`src/rtl/rpu_pkg.sv`:
```
// Package for the packed raw pixel unpacker: width modes, register indexes,
// group descriptor type and the bit selection functions that unpack a group.
// No dependencies.
`default_nettype none
package rpu_pkg;

	localparam int GROUP_DEPTH = 10;
	localparam int PHASE_W     = $clog2(GROUP_DEPTH);
	localparam int PIX_W       = 16;
	localparam int CFG_DW      = 15;
	localparam int QDEPTH      = 4;
	localparam int QAW         = $clog2(QDEPTH);

	localparam logic [1:0] MODE_8  = 2'd0;
	localparam logic [1:0] MODE_10 = 2'd1;
	localparam logic [1:0] MODE_12 = 2'd2;
	localparam logic [1:0] MODE_16 = 2'd3;

	localparam logic REG_BITS_MODE  = 1'b0;
	localparam logic REG_ROW_PIXELS = 1'b1;

	typedef logic [GROUP_DEPTH-1:0][7:0] grp_bytes_t;

	// One complete packing group, handed from front to back.
	typedef struct packed {
		grp_bytes_t bytes;
		logic [1:0] mode;
	} grp_t;

	// Bytes per group for a width mode.
	function automatic logic [PHASE_W-1:0] grp_len(input logic [1:0] mode);
		logic [PHASE_W-1:0] n;
		unique case (mode)
			MODE_8:  n = PHASE_W'(1);
			MODE_10: n = PHASE_W'(10);
			MODE_12: n = PHASE_W'(6);
			default: n = PHASE_W'(2);
		endcase
		return n;
	endfunction

	// Index of the last pixel in a group for a width mode.
	function automatic logic [2:0] grp_last_idx(input logic [1:0] mode);
		logic [2:0] n;
		unique case (mode)
			MODE_10: n = 3'd7;
			MODE_12: n = 3'd3;
			default: n = 3'd0;
		endcase
		return n;
	endfunction

	function automatic logic [9:0] unpack10(input grp_bytes_t b, input logic [2:0] k);
		logic [9:0] v;
		unique case (k)
			3'd0:    v = {b[1], b[0][7:6]};
			3'd1:    v = {b[0][5:0], b[3][7:4]};
			3'd2:    v = {b[3][3:0], b[2][7:2]};
			3'd3:    v = {b[2][1:0], b[5]};
			3'd4:    v = {b[4], b[7][7:6]};
			3'd5:    v = {b[7][5:0], b[6][7:4]};
			3'd6:    v = {b[6][3:0], b[9][7:2]};
			default: v = {b[9][1:0], b[8]};
		endcase
		return v;
	endfunction

	function automatic logic [11:0] unpack12(input grp_bytes_t b, input logic [1:0] k);
		logic [11:0] v;
		unique case (k)
			2'd0:    v = {b[1], b[0][7:4]};
			2'd1:    v = {b[0][3:0], b[3]};
			2'd2:    v = {b[2], b[5][7:4]};
			default: v = {b[5][3:0], b[4]};
		endcase
		return v;
	endfunction

	function automatic logic [PIX_W-1:0] pixel_of(input grp_bytes_t b, input logic [1:0] mode,
			input logic [2:0] k);
		logic [PIX_W-1:0] v;
		unique case (mode)
			MODE_8:  v = PIX_W'(b[0]);
			MODE_10: v = PIX_W'(unpack10(b, k));
			MODE_12: v = PIX_W'(unpack12(b, k[1:0]));
			default: v = {b[1], b[0]};
		endcase
		return v;
	endfunction

endpackage
`default_nettype wire

```
`src/rtl/rpu_front.sv`:
```
// Front end of the unpacker: accepts bytes, collects one packing group and
// pushes the complete group into the queue. Depends on rpu_pkg.
`default_nettype none
module rpu_front import rpu_pkg::*; (
	input  wire logic       clk,
	input  wire logic       arst_n,
	input  wire logic [1:0] mode,
	input  wire logic       phase_clr,
	input  wire logic       in_valid,
	output logic            in_ready,
	input  wire logic [7:0] data_byte,
	input  wire logic       q_full,
	output logic            q_push,
	output grp_t            q_entry
);

	grp_bytes_t         bytes_q;
	logic [PHASE_W-1:0] phase_q;
	grp_bytes_t         group;
	logic               accept;
	logic               complete;

	assign in_ready = !q_full;
	assign accept   = in_valid && in_ready;
	assign complete = (phase_q + PHASE_W'(1)) == grp_len(mode);
	assign q_push   = accept && complete;

	// Merge the arriving byte so a finished group leaves this cycle.
	always_comb begin
		group          = bytes_q;
		group[phase_q] = data_byte;
	end

	assign q_entry.bytes = group;
	assign q_entry.mode  = mode;

	always_ff @(posedge clk) begin
		if (accept) begin
			bytes_q[phase_q] <= data_byte;
		end
	end

	always_ff @(posedge clk or negedge arst_n) begin
		if (!arst_n) begin
			phase_q <= '0;
		end else if (phase_clr) begin
			phase_q <= '0;
		end else if (accept) begin
			phase_q <= complete ? '0 : phase_q + PHASE_W'(1);
		end
	end

endmodule
`default_nettype wire

```
`src/rtl/rpu_fifo.sv`:
```
// Short group queue between front and back end, flip-flop storage.
// Depends on rpu_pkg (grp_t, QDEPTH).
`default_nettype none
module rpu_fifo import rpu_pkg::*; (
	input  wire logic clk,
	input  wire logic arst_n,
	input  wire logic push,
	input  grp_t      wr_entry,
	input  wire logic pop,
	output logic      full,
	output logic      not_empty,
	output grp_t      head
);

	grp_t           entries_q [QDEPTH];
	logic [QAW-1:0] wr_ptr_q;
	logic [QAW-1:0] rd_ptr_q;
	logic [QAW:0]   cnt_q;

	assign full      = cnt_q == (QAW+1)'(QDEPTH);
	assign not_empty = cnt_q != '0;
	assign head      = entries_q[rd_ptr_q];

	always_ff @(posedge clk) begin
		if (push) begin
			entries_q[wr_ptr_q] <= wr_entry;
		end
	end

	// Depth is a power of two: pointers wrap on their own.
	always_ff @(posedge clk or negedge arst_n) begin
		if (!arst_n) begin
			wr_ptr_q <= '0;
			rd_ptr_q <= '0;
			cnt_q    <= '0;
		end else begin
			if (push) begin
				wr_ptr_q <= wr_ptr_q + QAW'(1);
			end
			if (pop) begin
				rd_ptr_q <= rd_ptr_q + QAW'(1);
			end
			case ({push, pop})
				2'b10:   cnt_q <= cnt_q + (QAW+1)'(1);
				2'b01:   cnt_q <= cnt_q - (QAW+1)'(1);
				default: cnt_q <= cnt_q;
			endcase
		end
	end

endmodule
`default_nettype wire

```
`src/rtl/rpu_back.sv`:
```
// Back end of the unpacker (depends on rpu_pkg): walks the head group's
// pixels one per cycle unless stalled; tracks row column, drives output register.
`default_nettype none
module rpu_back import rpu_pkg::*; #(
	parameter int MAX_ROW_PIXELS = 16384,
	localparam int CW = $clog2(MAX_ROW_PIXELS),
	localparam int RW = CW + 1
) (
	input  wire logic          clk,
	input  wire logic          arst_n,
	input  wire logic          col_clr,
	input  wire logic [RW-1:0] row_width,
	input  wire logic          q_valid,
	input  grp_t               q_head,
	output logic               q_pop,
	output logic               out_valid,
	input  wire logic          out_ready,
	output logic [PIX_W-1:0]   pixel_value,
	output logic               group_last,
	output logic               row_end
);

	logic [2:0]    k_q;
	logic [CW-1:0] col_q;
	logic          out_valid_q;
	logic          load;
	logic          last_pix;
	logic [RW-1:0] col_next;
	logic          row_last;

	assign load     = q_valid && (!out_valid_q || out_ready);
	assign last_pix = k_q == grp_last_idx(q_head.mode);
	assign col_next = {1'b0, col_q} + RW'(1);
	assign row_last = col_next >= row_width;
	assign q_pop    = load && last_pix;

	assign out_valid = out_valid_q;

	always_ff @(posedge clk) begin
		if (load) begin
			pixel_value <= pixel_of(q_head.bytes, q_head.mode, k_q);
			group_last  <= last_pix;
			row_end     <= row_last;
		end
	end

	always_ff @(posedge clk or negedge arst_n) begin
		if (!arst_n) begin
			k_q         <= '0;
			col_q       <= '0;
			out_valid_q <= 1'b0;
		end else begin
			if (load) begin
				k_q <= last_pix ? 3'd0 : k_q + 3'd1;
			end
			if (col_clr) begin
				col_q <= '0;
			end else if (load) begin
				col_q <= row_last ? '0 : col_next[CW-1:0];
			end
			if (load) begin
				out_valid_q <= 1'b1;
			end else if (out_ready) begin
				out_valid_q <= 1'b0;
			end
		end
	end

endmodule
`default_nettype wire

```
`src/rtl/packed_raw_pixel_unpacker_top.sv`:
```
// Packed raw pixel unpacker. Bytes of a packed raw sensor stream enter one
// per cycle on the input channel while the queue is not full; every
// completed packing group (1 byte in 8-bit mode, 10 bytes = 8 pixels in
// 10-bit mode, 6 bytes = 4 pixels in 12-bit mode, 2 bytes = 1 little-endian
// pixel in 16-bit mode) is queued and its pixels leave one per cycle while
// out_ready allows, right aligned, with group_last on the last pixel of the
// group and row_end on the last pixel of each row. The first pixel of a
// group passes through the queue and then the output register before it is
// valid on the output. Write the registers only while no request is in
// flight: a bits_mode write drops any partial group and restarts the row, a
// row_pixels write restarts the row.
// Row widths above MAX_ROW_PIXELS are clamped to it; zero flags every pixel.
// Depends on rpu_pkg, rpu_front, rpu_fifo, rpu_back.
`default_nettype none
module packed_raw_pixel_unpacker_top import rpu_pkg::*; #(
	parameter int MAX_ROW_PIXELS = 16384
) (
	input  wire logic              clk,
	input  wire logic              arst_n,
	input  wire logic              cfg_we,
	input  wire logic              cfg_index,
	input  wire logic [CFG_DW-1:0] cfg_data,
	input  wire logic              in_valid,
	output logic                   in_ready,
	input  wire logic [7:0]        data_byte,
	output logic                   out_valid,
	input  wire logic              out_ready,
	output logic [PIX_W-1:0]       pixel_value,
	output logic                   group_last,
	output logic                   row_end
);

	localparam int CW = $clog2(MAX_ROW_PIXELS);
	localparam int RW = CW + 1;
	// Compare width wide enough for both the register and the clamp limit.
	localparam int LW = (RW > CFG_DW) ? RW : CFG_DW;
	localparam int RESET_WIDTH = (3336 > MAX_ROW_PIXELS) ? MAX_ROW_PIXELS : 3336;
	localparam logic [LW-1:0] MAX_L = LW'(MAX_ROW_PIXELS);

	logic [1:0]    bits_mode_q;
	logic [RW-1:0] row_width_q;
	logic [LW-1:0] width_wr;
	logic          mode_wr;
	logic          col_clr;

	logic q_full;
	logic q_push;
	logic q_pop;
	logic q_valid;
	grp_t q_entry;
	grp_t q_head;

	// Register writes: a mode write restarts the group and the row, any
	// row width write restarts the row.
	assign mode_wr  = cfg_we && (cfg_index == REG_BITS_MODE);
	assign col_clr  = cfg_we;
	assign width_wr = LW'(cfg_data);

	always_ff @(posedge clk or negedge arst_n) begin
		if (!arst_n) begin
			bits_mode_q <= MODE_10;
			row_width_q <= RW'(RESET_WIDTH);
		end else if (cfg_we) begin
			unique case (cfg_index)
				REG_BITS_MODE: begin
					bits_mode_q <= cfg_data[1:0];
				end
				default: begin
					// Clamp the row width at write time.
					row_width_q <= (width_wr > MAX_L) ? RW'(MAX_ROW_PIXELS)
						: RW'(width_wr);
				end
			endcase
		end
	end

	// Front: accept bytes and assemble groups.
	rpu_front u_front (
		.clk       (clk),
		.arst_n    (arst_n),
		.mode      (bits_mode_q),
		.phase_clr (mode_wr),
		.in_valid  (in_valid),
		.in_ready  (in_ready),
		.data_byte (data_byte),
		.q_full    (q_full),
		.q_push    (q_push),
		.q_entry   (q_entry)
	);

	// Queue: decouple group assembly from pixel emission.
	rpu_fifo u_fifo (
		.clk       (clk),
		.arst_n    (arst_n),
		.push      (q_push),
		.wr_entry  (q_entry),
		.pop       (q_pop),
		.full      (q_full),
		.not_empty (q_valid),
		.head      (q_head)
	);

	// Back: emit pixels one per cycle unless out_ready stalls, and mark row ends.
	rpu_back #(
		.MAX_ROW_PIXELS (MAX_ROW_PIXELS)
	) u_back (
		.clk         (clk),
		.arst_n      (arst_n),
		.col_clr     (col_clr),
		.row_width   (row_width_q),
		.q_valid     (q_valid),
		.q_head      (q_head),
		.q_pop       (q_pop),
		.out_valid   (out_valid),
		.out_ready   (out_ready),
		.pixel_value (pixel_value),
		.group_last  (group_last),
		.row_end     (row_end)
	);

`ifndef NO_ASSERTIONS
	// Retiring a group must present its last pixel in the next cycle.
	a_pop_last: assert property (@(posedge clk) disable iff (!arst_n)
		q_pop |=> (out_valid && group_last))
		else $error("group retired without a last pixel on the output");

	// The output only becomes valid from a queued group.
	a_out_from_queue: assert property (@(posedge clk) disable iff (!arst_n)
		$rose(out_valid) |-> $past(q_valid))
		else $error("output valid rose with an empty queue");
`endif

endmodule
`default_nettype wire
```
`config.mk`:
```
export PLATFORM = sky130hd
export DESIGN_NAME = packed_raw_pixel_unpacker_top
export DESIGN_NICKNAME = d
export VERILOG_FILES = /design/src/rtl/rpu_pkg.sv /design/src/rtl/rpu_front.sv /design/src/rtl/rpu_fifo.sv /design/src/rtl/rpu_back.sv /design/src/rtl/packed_raw_pixel_unpacker_top.sv
export SDC_FILE = /design/constraint.sdc
export NUM_CORES = 1
export LEC_CHECK = 0
export CORE_UTILIZATION = 40
export DETAILED_ROUTE_END_ITERATION = 16
export DONT_BUFFER_PORTS = 1
export PLACE_DENSITY = 0.56
export SLEW_MARGIN = 20
export SYNTH_ARGS = -nofsm -noshare
export SYNTH_HDL_FRONTEND = slang
export SYNTH_SLANG_ARGS = --single-unit
export TNS_END_PERCENT = 20
```
`constraint.sdc`:
```
create_clock -name clk -period 4.8 [get_ports clk]
set_input_delay 0.96 -clock clk [delete_from_list [all_inputs] [get_ports clk]]
set_output_delay 0.96 -clock clk [all_outputs]
set_load 0.1 [all_outputs]
```
### Word-level counts from Yosys, hierarchy flattened

Memory sizes are Yosys's and may differ from the RTL's.
Index checks and enable logic that the tools add are counted.

* register bits: 144
* memory bits (writable): 328
* input port bits: 29
* output and inout port bits: 20
* word-level logic and storage cells: 93
* memories: 1

* add/sub/neg operators: 7
* order comparisons: 4
* equality and inequality tests: 17
* multiplexer cells: 21
* bitwise gates (word level): 1
* reduce and logical (&&, ||, !) cells: 20

Memories
* u_fifo.entries_q: words 4, width 82, read ports 1, clocked after Yosys merged registers in 0, write ports 1, line rpu_fifo.sv:15 `grp_t entries_q [QDEPTH];`

Operators by type and width (count)
* bitwise mux 80 bit: 1
* case mux 10 bit (7 select lines): 1
* case mux 16 bit (3 select lines): 1
* 2-to-1 mux 14 bit: 3
* case mux 12 bit (3 select lines): 1
* demux 8 bit (select 4 bit): 1
* adder 14 x 1 -> 15 bit (second input constant): 1
* greater-or-equal comparator 15 bit: 1
* greater-than comparator 15 bit (second input constant): 1
* 2-to-1 mux 15 bit: 1
* == test 3 bit (second input constant): 4
* 2-to-1 mux 4 bit: 3
* case mux 3 bit (2 select lines): 2
* case mux 4 bit (3 select lines): 1
* == test 2 x 1 -> 1 bit (second input constant): 4
* == test 2 bit (second input constant): 4
* 2-to-1 mux 8 bit: 1
* nonzero test 2 bit: 4
* adder 3 x 1 -> 3 bit (second input constant): 2
* == test 3 x 2 -> 1 bit (second input constant): 2
* logical AND 1 bit: 6
* logical NOT 2 bit: 3
* < comparator 4 x 5 -> 1 bit (second input constant): 1
* adder 2 x 1 -> 2 bit (second input constant): 2
* other kinds (14): 19

### Depth between registers and ports, before layout

Gate-level depths: netlist of the first run.
An unclocked memory read counts as a cell.

* depth in word-level cells: 7
* gate-level depth with buffers: 15
* depth with buffers taken out: 13

### Cells and area by module

A second synthesis of the first run with hierarchy kept.

* cells, all modules: 1070
* area total of the unflattened synthesis: 19752.7 um2

Modules (own cells, without submodules)
* rpu_fifo: instances 1, cells an instance 461, area each 12221.7 um2, seq. area each 10024.6 um2
* rpu_front: instances 1, cells an instance 228, area each 3813.7 um2, seq. area each 2502.4 um2
* rpu_back: instances 1, cells an instance 319, area each 2971.6 um2, seq. area each 991.0 um2
* packed_raw_pixel_unpacker_top: instances 1, cells an instance 62, area each 745.7 um2, seq. area each 431.7 um2

### Worst setup path before layout of the first run

No wires, ideal clock.

* kind: register to register
* start: register u_front.phase_q[0]
* end: memory u_fifo.entries_q[0][0] (netlist bit), enable pin
* setup time: 0.450 ns
* arrival time: 3.813 ns
* required time: 4.350 ns
* slack: 0.537 ns
* stages on the path, launching flop included: 8
* path buffers: 0
* clock period less this slack: 4.263 ns
* cells stage by stage: dfrtp_1 > inv_1 > ha_1 > or4_1 > nor3_2 > a311oi_2 > nor2_4 > and2_1

* cells in the longest elaborated chain, start to end: 5

RTL lines
* start, declared: line rpu_front.sv:18 `logic [PHASE_W-1:0] phase_q;`
* start signal, assigned: line rpu_front.sv:49 `phase_q <= complete ? '0 : phase_q + PHASE_W'(1);`
* adder 4 x 1 -> 4 bit: line rpu_front.sv:25 `assign complete = (phase_q + PHASE_W'(1)) == grp_len(mode);`
* == test 4 bit: line rpu_front.sv:25
* logical AND 1 bit: line rpu_front.sv:26 `assign q_push = accept && complete;`
* 2-to-1 mux 1 bit: line rpu_fifo.sv:25 `if (push) begin`
* 2-to-1 mux 1 bit (not written as such): line rpu_fifo.sv:26 `entries_q[wr_ptr_q] <= wr_entry;`
* end, declared: line rpu_fifo.sv:15

Every way passes these cells.

### Final worst setup path of the first run

* start: register u_back.col_q[0]
* end: register u_back.col_q[5]

* cells in the longest elaborated chain, start to end: 5

RTL lines
* start, declared: line rpu_back.sv:24 `logic [CW-1:0] col_q;`
* start signal, assigned: line rpu_back.sv:59 `col_q <= row_last ? '0 : col_next[CW-1:0];`
* adder 14 x 1 -> 15 bit *: line rpu_back.sv:33 `assign col_next = {1'b0, col_q} + RW'(1);`
* greater-or-equal comparator 15 bit: line rpu_back.sv:34 `assign row_last = col_next >= row_width;`
* 2-to-1 mux 14 bit *: line rpu_back.sv:59
* 2-to-1 mux 14 bit *: line rpu_back.sv:58 `end else if (load) begin`
* 2-to-1 mux 14 bit *: line rpu_back.sv:56 `if (col_clr) begin`

Every way passes the cells marked *; elsewhere a longest branch is shown, timed or not. The select of a mux whose other input is x is not followed.
A chain may end at the register's enable or synchronous reset.

==> impl_metrics.ini, run 1 <==
[logic_synthesis]
post-synth-top-area-fraction = 0.6384
synth.avg_cell_area_sq_um = 17.01
synth_cell_type_count = 70
post-synth-top-area-cell = sky130_fd_sc_hd__edfxtp_1
synth.yosys.seq_area_share = 0.6962
synth_enable_flop_cells = 426
ys_dominant_reg_cell = sky130_fd_sc_hd__edfxtp_1
synth_area_leaders = sky130_fd_sc_hd__edfxtp_1 (64%), sky130_fd_sc_hd__mux4_2 (6.0%), sky130_fd_sc_hd__dfrtp_1 (5.1%)
synthesis.yosys.warnings = 0
synthCells = 1178
async_reset_ff_frac = 0.09746
syn-num-nets = 1243
post_synth_instance_area_sq_um = 20040
ys_seq_elements = 472

[worst_setup_path]
reg2reg_from = u_back.col_q[0]
critical_path.cell_chain = ha_1 -> nand3_1 -> nor2_1 -> and3_1 -> and3_1 -> xor2_1 -> ha_1 -> a21oi_1 -> o21ai_0 -> a2111o_1 -> a21oi_2 -> o21ai_0 -> a31oi_1
crit_path_start_kind = flop
worst_ep_arrival_time_ns = 4.29
slowest_stage = sky130_fd_sc_hd__a21oi_2
worst-endpoint-required_ns = 5.29
crit_family = compound AO/OA/AOI/OAI gates
critical_path.n_buffers_inverters = 0
cp_peak_stage_delay_ns = 0.65
timing.setup.critical_path_class = flop to flop
worstPathMaxFanout = 21
crit_path_start = u_back.col_q[0]
critical_path.endpoint_type = flop

[clocking]
ctsResizeCount = 0
cts-buffers-inserted = 50
hold_buffers = 0
clkSlewWorstSetupHoldPaths_ns = 0.06
cts_setup_buffers = 0
clkLatencyLatePin_ns = 0.59
cts_tree = built
cts_htree_levels = 2
cts.path.max_buffers = 3
clockRootBuffer = sky130_fd_sc_hd__clkbuf_16
numClockSinks = 472

[grt]
grt_overflow_total = 0
globalRouteTotalUtil = 0.1903
grt_antenna_before_repair = 1
grt_first_pass_wirelength_microns = 70390
maximum_number_of_pins_on_one_net_before_global_route_repair = 50
number_of_global_route_vias_before_repair = 10660

[timing]
finalCritPeriodShare = 0.7913
slew_violations = 0
rsz0062_at_grt = no
timing.final.hold_violations = 0
max_clock_freq_ghz = 0.2633
layout_min_cycle_time_ns = 3.798
setup_viol = 0
timing_worst_slew_pin_value_ns = 1.040
slew_headroom = 0.3048
clock_skew_ns = 0.02442
fin_setup_tns_ns = 0

[detailed_routing]
routed_via_density = 5.572
route.detailed.drc = 0
detailroute.via_count = 10570
detailedRoute.firstIterationViolations = 1056
ant_nets = 0
routed_wire_length_per_instance_microns = 24.67
firstDrtPassIters = 7
totalWireLength_microns = 46790

[power_and_ir_drop]
clkPwrFrac = 0.277
vdd_ir_drop_max_mv = 0.2851
static-leakage-power_uw = 0.007625
share_seq_of_total_power = 0.446
pwr_density_cell_nw_per_um2 = 627.6
design_internal_power_uw = 9188
sw_frac_of_total = 0.3469
power_frac_comb = 0.278
p_switching_uw = 4879

[finish]
finalInstanceArea_sq_um = 22410
area_overhead_vs_synth_pct = 11.86
final_cell_mix = sky130_fd_sc_hd__edfxtp_1 (426), sky130_fd_sc_hd__mux2_2 (89), sky130_fd_sc_hd__nand2_1 (74)
nFillCells = 4216
nets = 1257
most_common_library_cell_in_the_layout_ignoring_fill_and_taps = sky130_fd_sc_hd__edfxtp_1
utilization = 0.4560
post_route_cells_drive_above_1_share = 0.2119

[worst_hold_path]
timing.hold.worst.class = input pin to async pin

[floorplan]
die_height_microns = 225.8
fp.coreArea_sq_um = 49150
die_area_sq_um = 50990
fp-row-count = 81
starting_density_of_the_core = 0.4077
io_pins = 49
die_x_microns = 225.8

[placement]
detailed_place_hpwl_microns = 28730
routabilityCongestion = 0.8876
port_buf_inserts = 0
dpl_cell_area_sq_um = 20760

[job]
max_cap_viol_count = 0

[outcome]
run_status = finished, final reports clean
routing by layer:
| layer | wire length (microns) | track usage |
|---|---|---|
| met5 | 0 | 0 |
| met4 | 1266 | 0.06627 |
| met3 | 2842 | 0.03448 |
| met2 | 21690 | 0.2940 |
| met1 | 21000 | 0.2701 |
Yosys cell counts (all sizes together), types with 10 or more instances:
master  instances
o22ai          12
nand3          23
nand2b         14
nand2          74
mux2           90
mux2i          40
a21oi          38
o21ai          29
xnor2          12
ha             35
inv            31
nand4          11
a31oi          17
nor2           19
and2           16
buf            38
nor3           10
a22o           19
mux4           59
clkbuf         22
edfxtp        426
dfrtp          41
state kept, by name, summed over array words and instances, names as in the netlist, 2 cells and up:
| signal | flops |
|---|---|
| u_fifo.entries_q | 328 |
| u_front.bytes_q | 80 |
| u_back.pixel_value | 16 |
| row_width_q | 15 |
| u_back.col_q | 14 |
| u_front.phase_q | 4 |
| u_back.k_q | 3 |
| u_fifo.cnt_q | 3 |
| bits_mode_q | 2 |
| u_fifo.rd_ptr_q | 2 |
| u_fifo.wr_ptr_q | 2 |
cell type report:
type	count	area [sq um]	share of cell area
Timing Repair Buffer	22	215.2	0.009601
Inverter	31	118.9	0.005303
Sequential cell	472	13960	0.6227
Clock buffer	59	1285	0.05733
Tap cell	664	830.8	0.03707
Antenna cell	1	2.502	0.0001116
Multi-Input combinational cell	615	5639	0.2516
Clock inverter	33	365.4	0.01630
power groups by stage:
stage	combinational [uW]	clock, uW	sequential [uW]
after floorplan	2850	0	6220
after global placement	3880	0	6350
after detailed placement	3900	0	6360
after CTS	3920	3980	6280
after global routing	4220	4120	6340
final	3900	3890	6270
path summary, 6_finish.rpt:
kind	endpoint	slack [ns]	cells after the start
max	u_back.col_q[5]	1.00	13
min	u_back.k_q[2]	0.07	0
max reg2reg	u_back.col_q[5]	1.00	13
min reg2reg	u_fifo.cnt_q[2]	0.50	1
max in group asynchronous	bits_mode_q[0]	4.54	0
min in group clk	u_fifo.cnt_q[2]	0.50	1
cells by family after synthesis:
family | count (synthesis) | share of synthesized area
mux | 189 | 0.1380
flops | 472 | 0.6962
simple gates | 200 | 0.05176
buf+inv | 91 | 0.02323
xor+xnor | 22 | 0.01074
compound gates | 168 | 0.05726
fa+ha+maj | 36 | 0.02285
per-stage QoR:
stage	instances	setup WS [ns]	hold WS, ns	total power (uW)
finish	1897	1.002	0.06892	14070
global placement	1804	1.069	0.4746	10220
floorplan	1178	0.5374	0.4498	9066
CTS	1896	0.9884	0.02915	14180
detailed placement	1804	1.005	0.4871	10260
global route	1896	0.5228	0.04722	14680
Power figures use the tool's default switching activity.
==> inputs of run 2 (changes only) <==
clock period = 3.71 ns   (was 4.8 ns; I/O delays follow)
==> impl_metrics.ini, run 2 (synthesized netlist as in run 1, its figures left out) <==
[power_and_ir_drop]
design_internal_power_uw = 11740
share_seq_of_total_power = 0.441
fin_total_pwr_uw = 18140
vdd_ir_drop_max_mv = 0.4963
sw_frac_of_total = 0.3529
pwr_density_cell_nw_per_um2 = 807.0
power_frac_comb = 0.295
static-leakage-power_uw = 0.007672
clkPwrFrac = 0.264
p_switching_uw = 6400

[floorplan]
die_height_microns = 225.8
die_area_sq_um = 50990
io_pins = 49
starting_density_of_the_core = 0.4077
fp-row-count = 81
fp.coreArea_sq_um = 49150
die_x_microns = 225.8

[finish]
layout_top_registers = u_fifo.entries_q x328, u_front.bytes_q x80, u_back.pixel_value x16
nFillCells = 4281
final_cell_mix = sky130_fd_sc_hd__edfxtp_1 (426), sky130_fd_sc_hd__mux2_2 (89), sky130_fd_sc_hd__nand2_1 (74)
antenna_cells = 0
most_common_library_cell_in_the_layout_ignoring_fill_and_taps = sky130_fd_sc_hd__edfxtp_1
max_flop_register = u_fifo.entries_q
layout.area.seq_sq_um = 13960
nets = 1268
largest_register_ff_count = 328
post_route_cells_drive_above_1_share = 0.2161
multiInputGateArea_sq_um = 5635
area_overhead_vs_synth_pct = 12.16

[timing]
timing_worst_slew_pin_value_ns = 0.9963
fin_worst_hold_slack_ns = 0.2843
setup_viol = 0
clock_skew_ns = 0.01256
finalCritPeriodShare = 0.9418
timing.final.hold_violations = 0
rsz0062_at_grt = no
fin_setup_tns_ns = 0
slew_headroom = 0.3358
layout_min_cycle_time_ns = 3.494
slew_violations = 0
max_clock_freq_ghz = 0.2862

[worst_setup_path]
worst_ep_arrival_time_ns = 3.82
critical_path.endpoint_type = flop
worstPathMaxFanout = 14
crit_path_start_kind = flop
worst-endpoint-required_ns = 4.03
timing.setup.critical_path_class = flop to flop

[grt]
grt_antenna_before_repair = 1
globalRouteTotalUtil = 0.1926
number_of_global_route_vias_before_repair = 10720
gr-usage-met2 = 0.3015
grt_overflow_total = 0
grt_first_pass_wirelength_microns = 71450
maximum_number_of_pins_on_one_net_before_global_route_repair = 64
use_met1 = 0.2801
use_met3 = 0.03305
grt-busiest-layer = met2

[worst_hold_path]
timing.hold.worst.class = input pin to flop

[detailed_routing]
ant_nets = 0
totalWireLength_microns = 47740
detailroute.via_count = 10650
firstDrtPassIters = 5
route.detailed.drc = 0
detailedRoute.firstIterationViolations = 929
routed_wire_length_per_instance_microns = 25.01
routed_via_density = 5.579

[placement]
port_buf_inserts = 0
detailed_place_hpwl_microns = 29170
routabilityCongestion = 0.8769

[outcome]
run_status = finished, final reports clean

[clocking]
clockRootBuffer = sky130_fd_sc_hd__clkbuf_16
cts_tree = built
clkSlewWorstSetupHoldPaths_ns = 0.06
cts_setup_buffers = 0
clkLatencyLatePin_ns = 0.59
cts-buffers-inserted = 50
cts.path.max_buffers = 3
cts_htree_levels = 2
numClockSinks = 472

[job]
max_cap_viol_count = 0
run 2: cell types whose count changed in the layout (fill, tap and decap cells not counted), moves of 2 or more:
cell                        delta
sky130_fd_sc_hd__clkinv_2      +4
sky130_fd_sc_hd__buf_12        +4
sky130_fd_sc_hd__clkinv_4      -2
sky130_fd_sc_hd__clkbuf_1      +2
sky130_fd_sc_hd__buf_4         +5
sky130_fd_sc_hd__clkinv_1      +3
sky130_fd_sc_hd__bufinv_16     -4
run 2: critical path, stage by stage (launching register included):
cell and delay [ns]:
sky130_fd_sc_hd__dfrtp_1 0.47, sky130_fd_sc_hd__inv_1 0.14, sky130_fd_sc_hd__ha_1 0.45, sky130_fd_sc_hd__or4_1 0.60
sky130_fd_sc_hd__o21ai_0 0.18, sky130_fd_sc_hd__a2111oi_0 0.80, sky130_fd_sc_hd__buf_4 0.23, sky130_fd_sc_hd__a21oi_1 0.06
sky130_fd_sc_hd__a221o_1 0.31
run 2: cell type report:
| cell class | instances | area share |
|---|---|---|
| repair buffers | 33 | 0.01648 |
| well taps | 664 | 0.03697 |
| clock inverters | 32 | 0.01086 |
| multi-input cells | 615 | 0.2508 |
| clock buffers | 62 | 0.05862 |
| inverters | 31 | 0.005289 |
| flip-flops and latches | 472 | 0.6210 |
run 2: metrics by stage:
step                instances    util  worst slack [ns]  area (sq um)
global route             1909  0.4572         0.0008629         22470
finish                   1909  0.4572            0.2158         22470
floorplan                1178       -           -0.5525         20040
CTS                      1909  0.4572            0.3267         22470
global placement         1813  0.4246            0.3489         20870
detailed placement       1813  0.4246            0.3312         20870
run 2: power by group through the flow:
| stage | Combinational, uW | Sequential (uW) | Clock (uW) |
|---|---|---|---|
| 2_1_floorplan | 3690 | 8040 | 0 |
| 3_3_place_gp | 5290 | 8080 | 0 |
| 3_5_place_dp | 5330 | 8100 | 0 |
| 4_1_cts | 5370 | 8000 | 4900 |
| 5_1_grt | 5780 | 8070 | 5080 |
| 6_report | 5360 | 8000 | 4780 |
run 2: worst paths after layout:
kind                                              end  slack, ns  cells past startpoint      startpoint
worst max-delay path            u_back.pixel_value[5]       0.22                      8   u_back.k_q[0]
worst min-delay path                  row_width_q[12]       0.28                      1    cfg_data[12]
worst max register to register  u_back.pixel_value[5]       0.22                      8   u_back.k_q[0]
worst min register to register         row_width_q[9]       0.49                      2  row_width_q[9]
max in group asynchronous              row_width_q[3]       2.77                      2          arst_n
min in group asynchronous              row_width_q[7]       0.67                      2          arst_n
run 2: metal layers:
layer	vias to the layer above	share of wire
li1	4725	-
met1	5565	0.46
met2	301	0.47
met3	60	0.050
met4	0	0.017
met5	-	0
run 2: what timing repair did:
item | CTS | global route
gates resized for setup | 0 | 1
setup endpoints to repair | 0 | 3
hold buffers | 2 | 0
endpoints found under the hold margin | 46 | 0
